**src/sv/assert_macros.svh**
```systemverilog
// assertion macros used by the top-level rtl file
`ifndef ASSERT_MACROS_SVH
`define ASSERT_MACROS_SVH
`ifndef SYNTHESIS
// property that must hold at every clock edge outside reset
`define FPE_ASSERT(label, clk, rst_n, prop) \
    label: assert property (@(posedge clk) disable iff (!rst_n) (prop)) \
        else $error("assertion failed");
// condition that must never be seen outside reset
`define FPE_NEVER(label, clk, rst_n, cond) \
    label: assert property (@(posedge clk) disable iff (!rst_n) !(cond)) \
        else $error("forbidden condition seen");
`else
`define FPE_ASSERT(label, clk, rst_n, prop)
`define FPE_NEVER(label, clk, rst_n, cond)
`endif
`endif

```
**src/sv/fpe_pkg.sv**
```systemverilog
// shared types, character codes and helper functions of the filename escaper
package fpe_pkg;

    // job queue geometry
    localparam int QDepth = 4;
    localparam int QPtrW  = 2;
    localparam int QCntW  = 3;

    // configuration register map
    localparam logic        REG_IDX_OUT_CAPACITY = 1'b0;
    localparam logic [15:0] CAP_RESET            = 16'd256;

    // hold counter codes
    localparam logic [2:0] HELD_NONE  = 3'd0;
    localparam logic [2:0] HELD_COMMA = 3'd1;
    localparam logic [2:0] HELD_FULL  = 3'd4;

    // character codes
    localparam logic [7:0] CHAR_NUL    = 8'h00;
    localparam logic [7:0] CHAR_SLASH  = 8'h2F;
    localparam logic [7:0] CHAR_DOT    = 8'h2E;
    localparam logic [7:0] CHAR_SPACE  = 8'h20;
    localparam logic [7:0] CHAR_NBSP   = 8'hA0;
    localparam logic [7:0] CHAR_PCT    = 8'h25;
    localparam logic [7:0] CHAR_LT     = 8'h3C;
    localparam logic [7:0] CHAR_GT     = 8'h3E;
    localparam logic [7:0] CHAR_COLON  = 8'h3A;
    localparam logic [7:0] CHAR_QUOTE  = 8'h22;
    localparam logic [7:0] CHAR_PIPE   = 8'h7C;
    localparam logic [7:0] CHAR_QMARK  = 8'h3F;
    localparam logic [7:0] CHAR_STAR   = 8'h2A;
    localparam logic [7:0] CHAR_BSLASH = 8'h5C;
    localparam logic [7:0] CHAR_COMMA  = 8'h2C;
    localparam logic [7:0] CHAR_DEL    = 8'h7F;
    localparam logic [7:0] CTRL_LIMIT  = 8'h20;

    // what a unit of output work is
    typedef enum logic [1:0] {
        TAIL_NONE,
        TAIL_BYTE,
        TAIL_ESC,
        TAIL_TERM
    } tail_kind_t;

    // one classified input byte together with the hold it releases
    typedef struct packed {
        logic [2:0]      flush_cnt;
        logic            esc_comma;
        logic [2:0][7:0] digits;
        tail_kind_t      tail_kind;
        logic [7:0]      tail_byte;
    } job_t;

    typedef struct packed {
        logic full;
        logic empty;
    } q_status_t;

    function automatic logic is_hex(input logic [7:0] c);
        return ((c >= 8'h30) && (c <= 8'h39)) ||
               ((c >= 8'h41) && (c <= 8'h46)) ||
               ((c >= 8'h61) && (c <= 8'h66));
    endfunction

    function automatic logic needs_escape(input logic [7:0] c);
        return (c == CHAR_PCT)   || (c == CHAR_LT)    || (c == CHAR_GT)    ||
               (c == CHAR_COLON) || (c == CHAR_QUOTE) || (c == CHAR_PIPE)  ||
               (c == CHAR_QMARK) || (c == CHAR_STAR)  || (c == CHAR_BSLASH) ||
               (c < CTRL_LIMIT)  || (c == CHAR_DEL);
    endfunction

    // uppercase hex digit of a nibble
    function automatic logic [7:0] hex_char(input logic [3:0] nib);
        if (nib < 4'd10)
        begin
            return 8'h30 + {4'h0, nib};
        end
        return 8'h37 + {4'h0, nib};
    endfunction

endpackage

```
**src/sv/filename_percent_escape_encoder.sv**
```systemverilog
// top level of the streaming filename escaper
// The block takes one name byte per beat and can accept a byte every cycle while its
// four-entry job queue has room. A plain or mapped byte leaves as one beat, a percent
// escape as three; a released comma hold leaves one beat per held byte, but a comma
// held with three digits at the terminator is escaped. The back part, writing one beat
// per cycle into the output register when not stalled, sets the sustained rate. Hex
// digits that follow a comma are held and produce no beat until a later byte or the
// terminator settles them. Each name ends with a tlast beat whose tuser bit reports
// that the output did not fit in out_capacity bytes. There is no clearing pass after
// reset; out_capacity resets to 256 and should be written only while the block is idle.
`include "assert_macros.svh"

module filename_percent_escape_encoder
    import fpe_pkg::*;
(
    input  logic        clk,
    input  logic        rst_n,
    // input stream
    input  logic        s_axis_tvalid,
    output logic        s_axis_tready,
    input  logic [7:0]  s_axis_tdata,   // [7:0] in_char
    // output stream
    output logic        m_axis_tvalid,
    input  logic        m_axis_tready,
    output logic [7:0]  m_axis_tdata,   // [7:0] out_byte
    output logic        m_axis_tlast,
    output logic        m_axis_tuser,   // [0] overflow_error
    // configuration port
    input  logic        psel,
    input  logic        penable,
    input  logic        pwrite,
    input  logic [2:0]  paddr,
    input  logic [31:0] pwdata,
    output logic [31:0] prdata,
    output logic        pready
);

    logic [15:0] cap_reg;
    logic        cfg_write;
    logic        push;
    logic        pop;
    job_t        push_job;
    job_t        head_job;
    q_status_t   q_stat;

    // register access
    assign pready    = 1'b1;
    assign cfg_write = psel && penable && pwrite && pready &&
                       (paddr[2] == REG_IDX_OUT_CAPACITY);
    assign prdata    = (paddr[2] == REG_IDX_OUT_CAPACITY) ? {16'd0, cap_reg} : 32'd0;

    always_ff @(posedge clk or negedge rst_n)
    begin
        if (!rst_n)
        begin
            cap_reg <= CAP_RESET;
        end
        else if (cfg_write)
        begin
            cap_reg <= pwdata[15:0];
        end
    end

    // byte classification and comma hold
    fpe_front u_front (
        .clk      (clk),
        .rst_n    (rst_n),
        .in_valid (s_axis_tvalid),
        .in_ready (s_axis_tready),
        .in_char  (s_axis_tdata),
        .q_stat   (q_stat),
        .push     (push),
        .push_job (push_job)
    );

    // job queue
    fpe_queue u_queue (
        .clk      (clk),
        .rst_n    (rst_n),
        .push     (push),
        .push_job (push_job),
        .pop      (pop),
        .head_job (head_job),
        .q_stat   (q_stat)
    );

    // output sequencer
    fpe_back u_back (
        .clk       (clk),
        .rst_n     (rst_n),
        .head_job  (head_job),
        .q_stat    (q_stat),
        .capacity  (cap_reg),
        .pop       (pop),
        .out_valid (m_axis_tvalid),
        .out_ready (m_axis_tready),
        .out_byte  (m_axis_tdata),
        .out_last  (m_axis_tlast),
        .out_err   (m_axis_tuser)
    );

    // checks
    `FPE_ASSERT(a_err_only_on_last, clk, rst_n, (m_axis_tvalid && m_axis_tuser) |-> m_axis_tlast)
    `FPE_NEVER(a_queue_full_and_empty, clk, rst_n, q_stat.full && q_stat.empty)
    `FPE_ASSERT(a_beat_from_job, clk, rst_n, $rose(m_axis_tvalid) |-> $past(!q_stat.empty))

endmodule

```
**src/sv/fpe_front.sv**
```systemverilog
// front part: accepts name bytes, tracks the comma hold and builds jobs
module fpe_front
    import fpe_pkg::*;
(
    input  logic       clk,
    input  logic       rst_n,
    input  logic       in_valid,
    output logic       in_ready,
    input  logic [7:0] in_char,
    input  q_status_t  q_stat,
    output logic       push,
    output job_t       push_job
);

    logic [2:0]      held_count_reg;
    logic [2:0]      held_count_next;
    logic [2:0][7:0] digits_reg;
    logic [2:0][7:0] digits_next;
    logic            accept;

    assign in_ready = !q_stat.full;
    assign accept   = in_valid && in_ready;

    // classify the byte and decide what the hold does
    always_comb
    begin
        held_count_next    = held_count_reg;
        digits_next        = digits_reg;
        push               = 1'b0;
        push_job.flush_cnt = held_count_reg;
        push_job.esc_comma = 1'b0;
        push_job.digits    = digits_reg;
        push_job.tail_kind = TAIL_NONE;
        push_job.tail_byte = in_char;
        if (accept)
        begin
            if (in_char == CHAR_NUL)
            begin
                push_job.esc_comma = (held_count_reg == HELD_FULL);
                push_job.tail_kind = TAIL_TERM;
                push               = 1'b1;
                held_count_next    = HELD_NONE;
            end
            else if ((held_count_reg != HELD_NONE) && (held_count_reg != HELD_FULL) &&
                     is_hex(in_char))
            begin
                digits_next[held_count_reg[1:0] - 2'd1] = in_char;
                held_count_next = held_count_reg + 3'd1;
            end
            else if (in_char == CHAR_COMMA)
            begin
                push            = (held_count_reg != HELD_NONE);
                held_count_next = HELD_COMMA;
            end
            else
            begin
                push            = 1'b1;
                held_count_next = HELD_NONE;
                if (in_char == CHAR_SLASH)
                begin
                    push_job.tail_kind = TAIL_BYTE;
                    push_job.tail_byte = CHAR_DOT;
                end
                else if (in_char == CHAR_SPACE)
                begin
                    push_job.tail_kind = TAIL_BYTE;
                    push_job.tail_byte = CHAR_NBSP;
                end
                else if (needs_escape(in_char))
                begin
                    push_job.tail_kind = TAIL_ESC;
                end
                else
                begin
                    push_job.tail_kind = TAIL_BYTE;
                end
            end
        end
    end

    // hold counter
    always_ff @(posedge clk or negedge rst_n)
    begin
        if (!rst_n)
        begin
            held_count_reg <= HELD_NONE;
        end
        else
        begin
            held_count_reg <= held_count_next;
        end
    end

    // held digits
    always_ff @(posedge clk)
    begin
        digits_reg <= digits_next;
    end

endmodule

```
**src/sv/fpe_queue.sv**
```systemverilog
// short job queue between the front and back parts
module fpe_queue
    import fpe_pkg::*;
(
    input  logic      clk,
    input  logic      rst_n,
    input  logic      push,
    input  job_t      push_job,
    input  logic      pop,
    output job_t      head_job,
    output q_status_t q_stat
);

    job_t             mem_reg [QDepth];
    logic [QPtrW-1:0] wr_ptr_reg;
    logic [QPtrW-1:0] rd_ptr_reg;
    logic [QCntW-1:0] count_reg;
    logic [QCntW-1:0] count_next;

    assign head_job     = mem_reg[rd_ptr_reg];
    assign q_stat.full  = (count_reg == QCntW'(QDepth));
    assign q_stat.empty = (count_reg == '0);

    // occupancy
    always_comb
    begin
        count_next = count_reg;
        if (push && !pop)
        begin
            count_next = count_reg + 1'b1;
        end
        else if (pop && !push)
        begin
            count_next = count_reg - 1'b1;
        end
    end

    // pointers and count
    always_ff @(posedge clk or negedge rst_n)
    begin
        if (!rst_n)
        begin
            wr_ptr_reg <= '0;
            rd_ptr_reg <= '0;
            count_reg  <= '0;
        end
        else
        begin
            if (push)
            begin
                wr_ptr_reg <= wr_ptr_reg + 1'b1;
            end
            if (pop)
            begin
                rd_ptr_reg <= rd_ptr_reg + 1'b1;
            end
            count_reg <= count_next;
        end
    end

    // job storage
    always_ff @(posedge clk)
    begin
        if (push)
        begin
            mem_reg[wr_ptr_reg] <= push_job;
        end
    end

endmodule

```
**src/sv/fpe_back.sv**
```systemverilog
// back part: walks the units of each job, checks capacity and emits beats
module fpe_back
    import fpe_pkg::*;
(
    input  logic        clk,
    input  logic        rst_n,
    input  job_t        head_job,
    input  q_status_t   q_stat,
    input  logic [15:0] capacity,
    output logic        pop,
    output logic        out_valid,
    input  logic        out_ready,
    output logic [7:0]  out_byte,
    output logic        out_last,
    output logic        out_err
);

    logic [2:0]  unit_reg;
    logic [2:0]  unit_next;
    logic [1:0]  sub_reg;
    logic [1:0]  sub_next;
    logic [15:0] bw_reg;
    logic [15:0] bw_next;
    logic        failed_reg;
    logic        failed_next;
    logic        out_valid_reg;
    logic        out_valid_next;
    logic [7:0]  out_byte_reg;
    logic [7:0]  out_byte_next;
    logic        out_last_reg;
    logic        out_last_next;
    logic        out_err_reg;
    logic        out_err_next;

    tail_kind_t  kind;
    logic [7:0]  unit_byte;
    logic [1:0]  unit_len;
    logic        last_unit;
    logic        fits;
    logic        go;
    logic        done_unit;

    assign out_valid = out_valid_reg;
    assign out_byte  = out_byte_reg;
    assign out_last  = out_last_reg;
    assign out_err   = out_err_reg;

    // select the current unit of the head job
    always_comb
    begin
        if (unit_reg < head_job.flush_cnt)
        begin
            if (unit_reg == 3'd0)
            begin
                kind      = head_job.esc_comma ? TAIL_ESC : TAIL_BYTE;
                unit_byte = CHAR_COMMA;
            end
            else
            begin
                kind      = TAIL_BYTE;
                unit_byte = head_job.digits[unit_reg[1:0] - 2'd1];
            end
        end
        else
        begin
            kind      = head_job.tail_kind;
            unit_byte = head_job.tail_byte;
        end
        last_unit = (unit_reg >= head_job.flush_cnt) ||
                    ((head_job.tail_kind == TAIL_NONE) &&
                     (unit_reg == (head_job.flush_cnt - 3'd1)));
        unit_len  = (kind == TAIL_ESC) ? 2'd3 : 2'd1;
        fits      = !failed_reg &&
                    (({1'b0, bw_reg} + {15'd0, unit_len}) < {1'b0, capacity});
    end

    // unit sequencer and capacity accounting
    always_comb
    begin
        go             = !q_stat.empty && (!out_valid_reg || out_ready);
        done_unit      = 1'b0;
        pop            = 1'b0;
        unit_next      = unit_reg;
        sub_next       = sub_reg;
        bw_next        = bw_reg;
        failed_next    = failed_reg;
        out_valid_next = out_valid_reg && !out_ready;
        out_byte_next  = out_byte_reg;
        out_last_next  = out_last_reg;
        out_err_next   = out_err_reg;
        if (go)
        begin
            case (kind)
                TAIL_TERM:
                begin
                    out_valid_next = 1'b1;
                    out_byte_next  = CHAR_NUL;
                    out_last_next  = 1'b1;
                    out_err_next   = failed_reg || (bw_reg >= capacity);
                    bw_next        = '0;
                    failed_next    = 1'b0;
                    done_unit      = 1'b1;
                end
                TAIL_ESC:
                begin
                    if (sub_reg == 2'd0)
                    begin
                        if (fits)
                        begin
                            out_valid_next = 1'b1;
                            out_byte_next  = CHAR_PCT;
                            out_last_next  = 1'b0;
                            out_err_next   = 1'b0;
                            bw_next        = bw_reg + 16'(unit_len);
                            sub_next       = 2'd1;
                        end
                        else
                        begin
                            failed_next = 1'b1;
                            done_unit   = 1'b1;
                        end
                    end
                    else if (sub_reg == 2'd1)
                    begin
                        out_valid_next = 1'b1;
                        out_byte_next  = hex_char(unit_byte[7:4]);
                        out_last_next  = 1'b0;
                        out_err_next   = 1'b0;
                        sub_next       = 2'd2;
                    end
                    else
                    begin
                        out_valid_next = 1'b1;
                        out_byte_next  = hex_char(unit_byte[3:0]);
                        out_last_next  = 1'b0;
                        out_err_next   = 1'b0;
                        sub_next       = 2'd0;
                        done_unit      = 1'b1;
                    end
                end
                TAIL_BYTE:
                begin
                    if (fits)
                    begin
                        out_valid_next = 1'b1;
                        out_byte_next  = unit_byte;
                        out_last_next  = 1'b0;
                        out_err_next   = 1'b0;
                        bw_next        = bw_reg + 16'(unit_len);
                    end
                    else
                    begin
                        failed_next = 1'b1;
                    end
                    done_unit = 1'b1;
                end
                default:
                begin
                    done_unit = 1'b1;
                end
            endcase
            if (done_unit)
            begin
                if (last_unit)
                begin
                    pop       = 1'b1;
                    unit_next = '0;
                end
                else
                begin
                    unit_next = unit_reg + 3'd1;
                end
            end
        end
    end

    // control state
    always_ff @(posedge clk or negedge rst_n)
    begin
        if (!rst_n)
        begin
            unit_reg      <= '0;
            sub_reg       <= '0;
            bw_reg        <= '0;
            failed_reg    <= 1'b0;
            out_valid_reg <= 1'b0;
        end
        else
        begin
            unit_reg      <= unit_next;
            sub_reg       <= sub_next;
            bw_reg        <= bw_next;
            failed_reg    <= failed_next;
            out_valid_reg <= out_valid_next;
        end
    end

    // output beat payload
    always_ff @(posedge clk)
    begin
        out_byte_reg <= out_byte_next;
        out_last_reg <= out_last_next;
        out_err_reg  <= out_err_next;
    end

endmodule
```
**config.mk**
```make
export PLATFORM = sky130hd
export DESIGN_NAME = filename_percent_escape_encoder
export DESIGN_NICKNAME = d
export VERILOG_FILES = /design/src/sv/fpe_pkg.sv /design/src/sv/filename_percent_escape_encoder.sv /design/src/sv/fpe_front.sv /design/src/sv/fpe_queue.sv /design/src/sv/fpe_back.sv
export VERILOG_INCLUDE_DIRS = /design/src /design/src/sv
export SDC_FILE = /design/constraint.sdc
export NUM_CORES = 1
export LEC_CHECK = 0
export BUFFER_PORTS_ARGS = -buffer_cell sky130_fd_sc_hd__buf_2
export CAP_MARGIN = 20
export CORE_MARGIN = 2
export CORE_UTILIZATION = 35
export CTS_BUF_LIST = sky130_fd_sc_hd__clkbuf_8
export CTS_CLUSTER_SIZE = 16
export DETAILED_ROUTE_END_ITERATION = 10
export SYNTH_ARGS = -nofsm -noshare
export SYNTH_HDL_FRONTEND = slang
export SYNTH_SLANG_ARGS = --single-unit
```
**constraint.sdc**
```tcl
create_clock -name clk -period 7.1 [get_ports clk]
set_clock_uncertainty 0.05 [all_clocks]
set_input_delay 0.355 -clock clk [delete_from_list [all_inputs] [get_ports clk]]
set_output_delay 0.355 -clock clk [all_outputs]
set_load 0.01 [all_outputs]
```
==> impl_metrics.json, run 1 <==
{
  "hpwl_um": 14900,
  "antenna_left": 0,
  "reg2reg_from": "u_queue.rd_ptr_reg[0]",
  "async_flop_share": 0.2085,
  "whs_ns": 0.04012,
  "hp-class": "input pin to flop",
  "stdcell_count": 1315,
  "r2r_slack_ns": 0.57,
  "cp-start-kind": "flop",
  "p_leak_nw": 5.026,
  "endpoint_kind": "flop",
  "cts_tree": "yes",
  "num_rows": 65,
  "dr.max_layer_used": "met4",
  "synth-simple-area-share": 0.08182,
  "ys_types": 74,
  "antenna_cells": 0,
  "vdd_drop_max_v": 0.0003251,
  "crit_arrival_ns": 6.92,
  "p_per_area_nw_per_um2": 460.3,
  "fin_crit_ns": 6.528,
  "worst-path-max-fanout": 8,
  "place_area_um2": 11960,
  "h-tree-depth": 2,
  "fmax_ghz": 0.1532,
  "syn_inst": 795,
  "grt_max_degree": 50,
  "cp.required_ns": 7.49,
  "yosysSeqAreaShare": 0.6013,
  "syn2layout_area_growth_pct": 13.92,
  "dieHeight_um": 183.9,
  "drive_gt1_frac": 0.2070,
  "grt_pass1_wl_um": 37100,
  "wl_per_cell_um": 17.73,
  "grt_overflow": 0,
  "wl_met1_um": 10810,
  "synth_adder_area_share": 0.06427,
  "synth_top_area_frac": 0.4929,
  "synth_xor_area_frac": 0.01932,
  "grt_pass1_vias": 6874,
  "die_width_um": 183.9,
  "design.core.area_um2": 31720,
  "dp_cells": 1233,
  "vias_per_cell": 5.097,
  "ys_ff_latch": 235,
  "crit_start": "u_queue.rd_ptr_reg[0]",
  "yosysTopAreaCell": "edfxtp_1",
  "finalCritPeriodShare": 0.9194,
  "synth_compound_area_frac": 0.08337,
  "maxSlewHeadroom": 0.2940,
  "track_usage": 0.1411,
  "finalHoldViolCount": 0,
  "routed-wl-met3_um": 1091,
  "clock_path_buffers": 3,
  "synth_area_um2": 11330,
  "dr.pass1.iters": 5,
  "final_cell_mix": "edfxtp_1 (186), buf_2 (59), inv_1 (56)",
  "die_area_um2": 33830,
  "status": "completed",
  "finalSetupViolCount": 0,
  "setup_tns_ns": 0,
  "ioPinCount": 95,
  "drv_cap": 0,
  "clock_latency_ns": 0.57,
  "port_buffers": 59,
  "start_util": 0.3572,
  "ys_warn_count": 0,
  "cts-root-buf": "clkbuf_8",
  "num_vias": 6703,
  "wirelength_um": 23310,
  "grt_setup_unrepaired": "no",
  "cts_buffers": 40,
  "hp-start": "s_axis_tdata[7]",
  "synth_top_family_by_area": "multiplexers",
  "drt_iter0_drc": 488,
  "wl_met2_um": 10890,
  "synth_area_per_cell_um2": 14.25,
  "tightest_slew_ns": 1.059,
  "layout.nets": 998,
  "route.detailed.drc": 0,
  "gp_congestion": 0.7692,
  "clock-sinks": 235,
  "path_class": "flop to flop",
  "synth_flop_cell": "edfxtp_1",
  "largest_reg_flops": 152,
  "antenna_found_initial": 0,
  "final_common_cell": "edfxtp_1",
  "fin_area_um2": 12910,
  "synthTopCellsByArea": "edfxtp_1 (49%), dfrtp_1 (11%), ha_1 (6.1%), mux4_2 (5.4%), mux4_1 (2.6%)",
  "synth_edf_count": 186,
  "slew_viol_final": 0,
  "muxShareOfSynthArea": 0.1062,
  "cts.clk_slew.worst_paths_ns": 0.06
}
## report_power, final
group,internal [mW],switching [mW],leakage (nW)
clock network,0.640,0.543,0.425
logic,1.06,1.72,2.27
registers,1.85,0.137,2.33
total,3.55,2.40,5.03
## area by class of cell
cell class	count	area [um2]
timing repair buffer	89	575.6
multi-input combinational	480	4091
inverter	45	168.9
fill	2917	18810
tap	402	503.0
sequential	235	6815
clock buffer	40	550.5
clock inverter	24	203.9
## worst max-delay path, stage by stage (launching register included)
cell and delay [ns]:
dfrtp_2 0.45, mux4_2 0.55, inv_1 0.08, ha_1 0.24
and3b_1 0.21, nand2b_1 0.21, mux2i_1 0.40, ha_1 0.39
fa_1 0.32, nand3_1 0.24, or2_2 0.43, nor2_1 0.15
xnor2_1 0.16, ha_1 0.28, a21oi_1 0.13, nor2b_1 0.06
o21ai_0 0.19, a21oi_1 0.11, a211o_1 0.32, a21bo_2 0.26
nand2_1 0.15, ha_1 0.20, inv_1 0.06, fa_1 0.38
xor2_1 0.15, nor2_1 0.12, xor2_1 0.16
## per-layer routing
metal / up-vias / track usage
li1: 3191 / -
met1: 3305 / 0.1878
met2: 160 / 0.2338
met3: 47 / 0.02694
met4: 0 / 0.04416
met5: - / 0
## logic make-up after synthesis
kind of cell,Yosys count
XOR/XNOR,25
multiplexers,66
buffers and inverters,95
adder cells (fa/ha/maj),57
other,2
AO/OA/AOI/OAI,131
flip-flops,235
AND/OR/NAND/NOR,184
## repair_timing
item / CTS / global route
setup buffers: 0 / 0
hold endpoints to repair: 64 / 0
hold buffers: 17 / 0
gates resized for setup: 0 / 0
## metrics by stage
step	setup slack, ns	utilization	power, mW
after global placement	0.7553	0.3772	4.740
final	0.5723	0.4070	5.942
after CTS	0.5382	0.4064	6.003
after detailed placement	0.5761	0.3772	4.795
after floorplan	0.5660	-	4.035
after global routing	0.06023	0.4070	6.384
## path summary, 6_finish.rpt
path                                           to  cells past startpoint
max                          u_queue.count_reg[2]                     26
min                          u_front.push_job[17]                      1
max reg2reg                  u_queue.count_reg[2]                     26
min reg2reg                u_queue.mem_reg[3][22]                      0
max in group asynchronous   u_queue.rd_ptr_reg[0]                      3
min in group asynchronous              cap_reg[1]                      3
## synthesized netlist by cell type, types with 16 or more instances
library cell	number
a21oi_1	22
buf_4	18
clkbuf_1	20
dfrtp_1	48
edfxtp_1	186
ha_1	55
inv_1	45
mux2_2	21
mux4_2	27
nand2_1	42
nor2_1	55
o21ai_0	20
xnor2_1	16
(Power assumes the default switching activity.)
==> inputs of run 2 (changes only) <==
--- a/config.mk
+++ b/config.mk
@@ -13,6 +13,7 @@
 export CTS_BUF_LIST = sky130_fd_sc_hd__clkbuf_8
 export CTS_CLUSTER_SIZE = 16
 export DETAILED_ROUTE_END_ITERATION = 10
+export SETUP_SLACK_MARGIN = 0.05
 export SYNTH_ARGS = -nofsm -noshare
 export SYNTH_HDL_FRONTEND = slang
 export SYNTH_SLANG_ARGS = --single-unit
==> constraint.sdc (replaced) <==
create_clock -name clk -period 5.2 [get_ports clk]
set_clock_uncertainty 0.05 [all_clocks]
set_input_delay 0.26 -clock clk [delete_from_list [all_inputs] [get_ports clk]]
set_output_delay 0.26 -clock clk [all_outputs]
set_load 0.01 [all_outputs]
==> impl_metrics.json, run 2 (synthesized netlist as in run 1, its figures left out) <==
{
  "fin_area_um2": 13670,
  "die_area_um2": 33830,
  "ioPinCount": 95,
  "regArea_um2": 6815,
  "clock-sinks": 235,
  "p_leak_nw": 5.397,
  "hp-start": "s_axis_tdata[6]",
  "worst_path_most_repeated_cell": "ha_4",
  "cts_tree": "yes",
  "layout.nets": 1050,
  "vias_per_cell": 5.100,
  "wl_met2_um": 11660,
  "grt_pass1_wl_um": 38140,
  "worst-path-max-fanout": 5,
  "tightest_slew_ns": 1.050,
  "antenna_found_initial": 1,
  "dieHeight_um": 183.9,
  "p_per_area_nw_per_um2": 656.3,
  "clock_latency_ns": 0.56,
  "clock_path_buffers": 3,
  "slowest_delay_ns": 0.54,
  "dr.pass1.iters": 5,
  "multi_input_area_um2": 4357,
  "path_class": "flop to flop",
  "final_common_cell": "edfxtp_1",
  "place_area_um2": 12350,
  "cts-root-buf": "clkbuf_8",
  "fmax_ghz": 0.1819,
  "h-tree-depth": 2,
  "drv_cap": 0,
  "finalSetupViolCount": 20,
  "hpwl_um": 15480,
  "grt_setup_unrepaired": "yes",
  "antenna_left": 0,
  "cp.required_ns": 5.59,
  "reg2reg_from": "u_queue.rd_ptr_reg[0]",
  "cts.clk_slew.worst_paths_ns": 0.06,
  "num_vias": 7013,
  "grt_overflow": 0,
  "p_total_mw": 8.972,
  "largest_reg_flops": 152,
  "finalCritPeriodShare": 1.057,
  "whs_ns": 0.04034,
  "cp-start-kind": "flop",
  "die_width_um": 183.9,
  "crit_path_top_delay_cell": "mux4_2",
  "wl_met1_um": 10940,
  "drive_gt1_frac": 0.2857,
  "endpoint_kind": "flop",
  "status": "finished, violations left",
  "drt_iter0_drc": 485,
  "crit_arrival_ns": 5.89,
  "antenna_cells": 0,
  "gp_congestion": 0.7885,
  "fill_cells": 2909,
  "hp-class": "input pin to flop",
  "grt_pass1_vias": 7034,
  "track_usage": 0.1447,
  "routed-wl-met3_um": 1274,
  "crit_start": "u_queue.rd_ptr_reg[0]",
  "maxSlewHeadroom": 0.2945,
  "vdd_drop_max_v": 0.0004657,
  "finalHoldViolCount": 0,
  "cts_buffers": 40,
  "dr.max_layer_used": "met5",
  "setup_tns_ns": -1.617,
  "final_cell_mix": "edfxtp_1 (186), inv_1 (60), buf_2 (59)",
  "design.core.area_um2": 31720,
  "port_buffers": 59,
  "wirelength_um": 24320,
  "grt_max_degree": 50,
  "slew_viol_final": 0,
  "fin_crit_ns": 5.498,
  "num_rows": 65,
  "wl_per_cell_um": 17.69,
  "syn2layout_area_growth_pct": 20.65,
  "route.detailed.drc": 0,
  "finalWorstSetupSlack_ns": -0.2977,
  "violations": "setup timing",
  "start_util": 0.3572
}
run 2: cell count changes in the layout (fill, tap and decap cells not counted), sizes merged:
cell / change
bufinv: -2
clkinv: +2
clkbuf: +3
dlygate4sd3: +2
inv: +6
buf: +49
run 2: where the power goes:
part | switching (mW) | internal (mW) | leakage (nW) | total, mW
logic | 2.64 | 2.06 | 2.61 | 4.70
registers | 0.187 | 2.52 | 2.33 | 2.71
clock network | 0.751 | 0.812 | 0.451 | 1.56
total | 3.58 | 5.40 | 5.40 | 8.97
run 2: metal layers:
layer	GRT usage	vias to the layer above
met5	0	-
met4	0.04064	2
met3	0.03170	39
met2	0.2388	172
met1	0.1927	3492
li1	-	3308
run 2: path summary, 6_finish.rpt:
path	endpoint	slack (ns)	cells after the start
hold / removal	u_front.push_job[32]	0.04	1
setup reg to reg	u_queue.count_reg[2]	-0.30	27
setup / recovery	u_queue.count_reg[2]	-0.30	27
min in group asynchronous	u_back.out_valid	0.32	3
max in group asynchronous	u_queue.rd_ptr_reg[1]	4.25	3
hold reg to reg	u_queue.mem_reg[3][29]	0.45	0
run 2: per-stage QoR:
step	cells	utilization	setup WS (ns)
floorplan	810	-	-0.6127
global placement	1263	0.3893	-0.2001
detailed placement	1263	0.3893	-0.2926
CTS	1360	0.4230	-0.2472
global route	1375	0.4310	-0.5202
finish	1375	0.4310	-0.2977
run 2: area by class of cell:
class,count,area share
clock buffers,42,0.04228
clock inverters,30,0.01290
inverters,45,0.01236
multi-input cells,480,0.3187
flip-flops and latches,235,0.4985
well taps,402,0.03679
repair buffers,141,0.07844
run 2: repair_timing:
| item | CTS | global route |
|---|---|---|
| resized for setup | 14 | 21 |
| cloned | 0 | 1 |
| hold endpoints to repair | 70 | 0 |
| pin swaps | 11 | 24 |
| endpoints found under the setup margin | 28 | 31 |
| buffers inserted | 6 | 12 |
| hold buffers | 19 | 0 |
run 2: critical path: cells and delay by family (launching register included):
kind / cells / cell delay [ns]
AOI/OAI and AO/OA: 6 / 1.14
xor gates and xnor gates: 3 / 0.45
adders and majority gates: 6 / 1.30
buffers and inverters: 4 / 0.40
DFF: 1 / 0.44
muxes: 2 / 0.81
and+or+nand+nor: 6 / 0.78
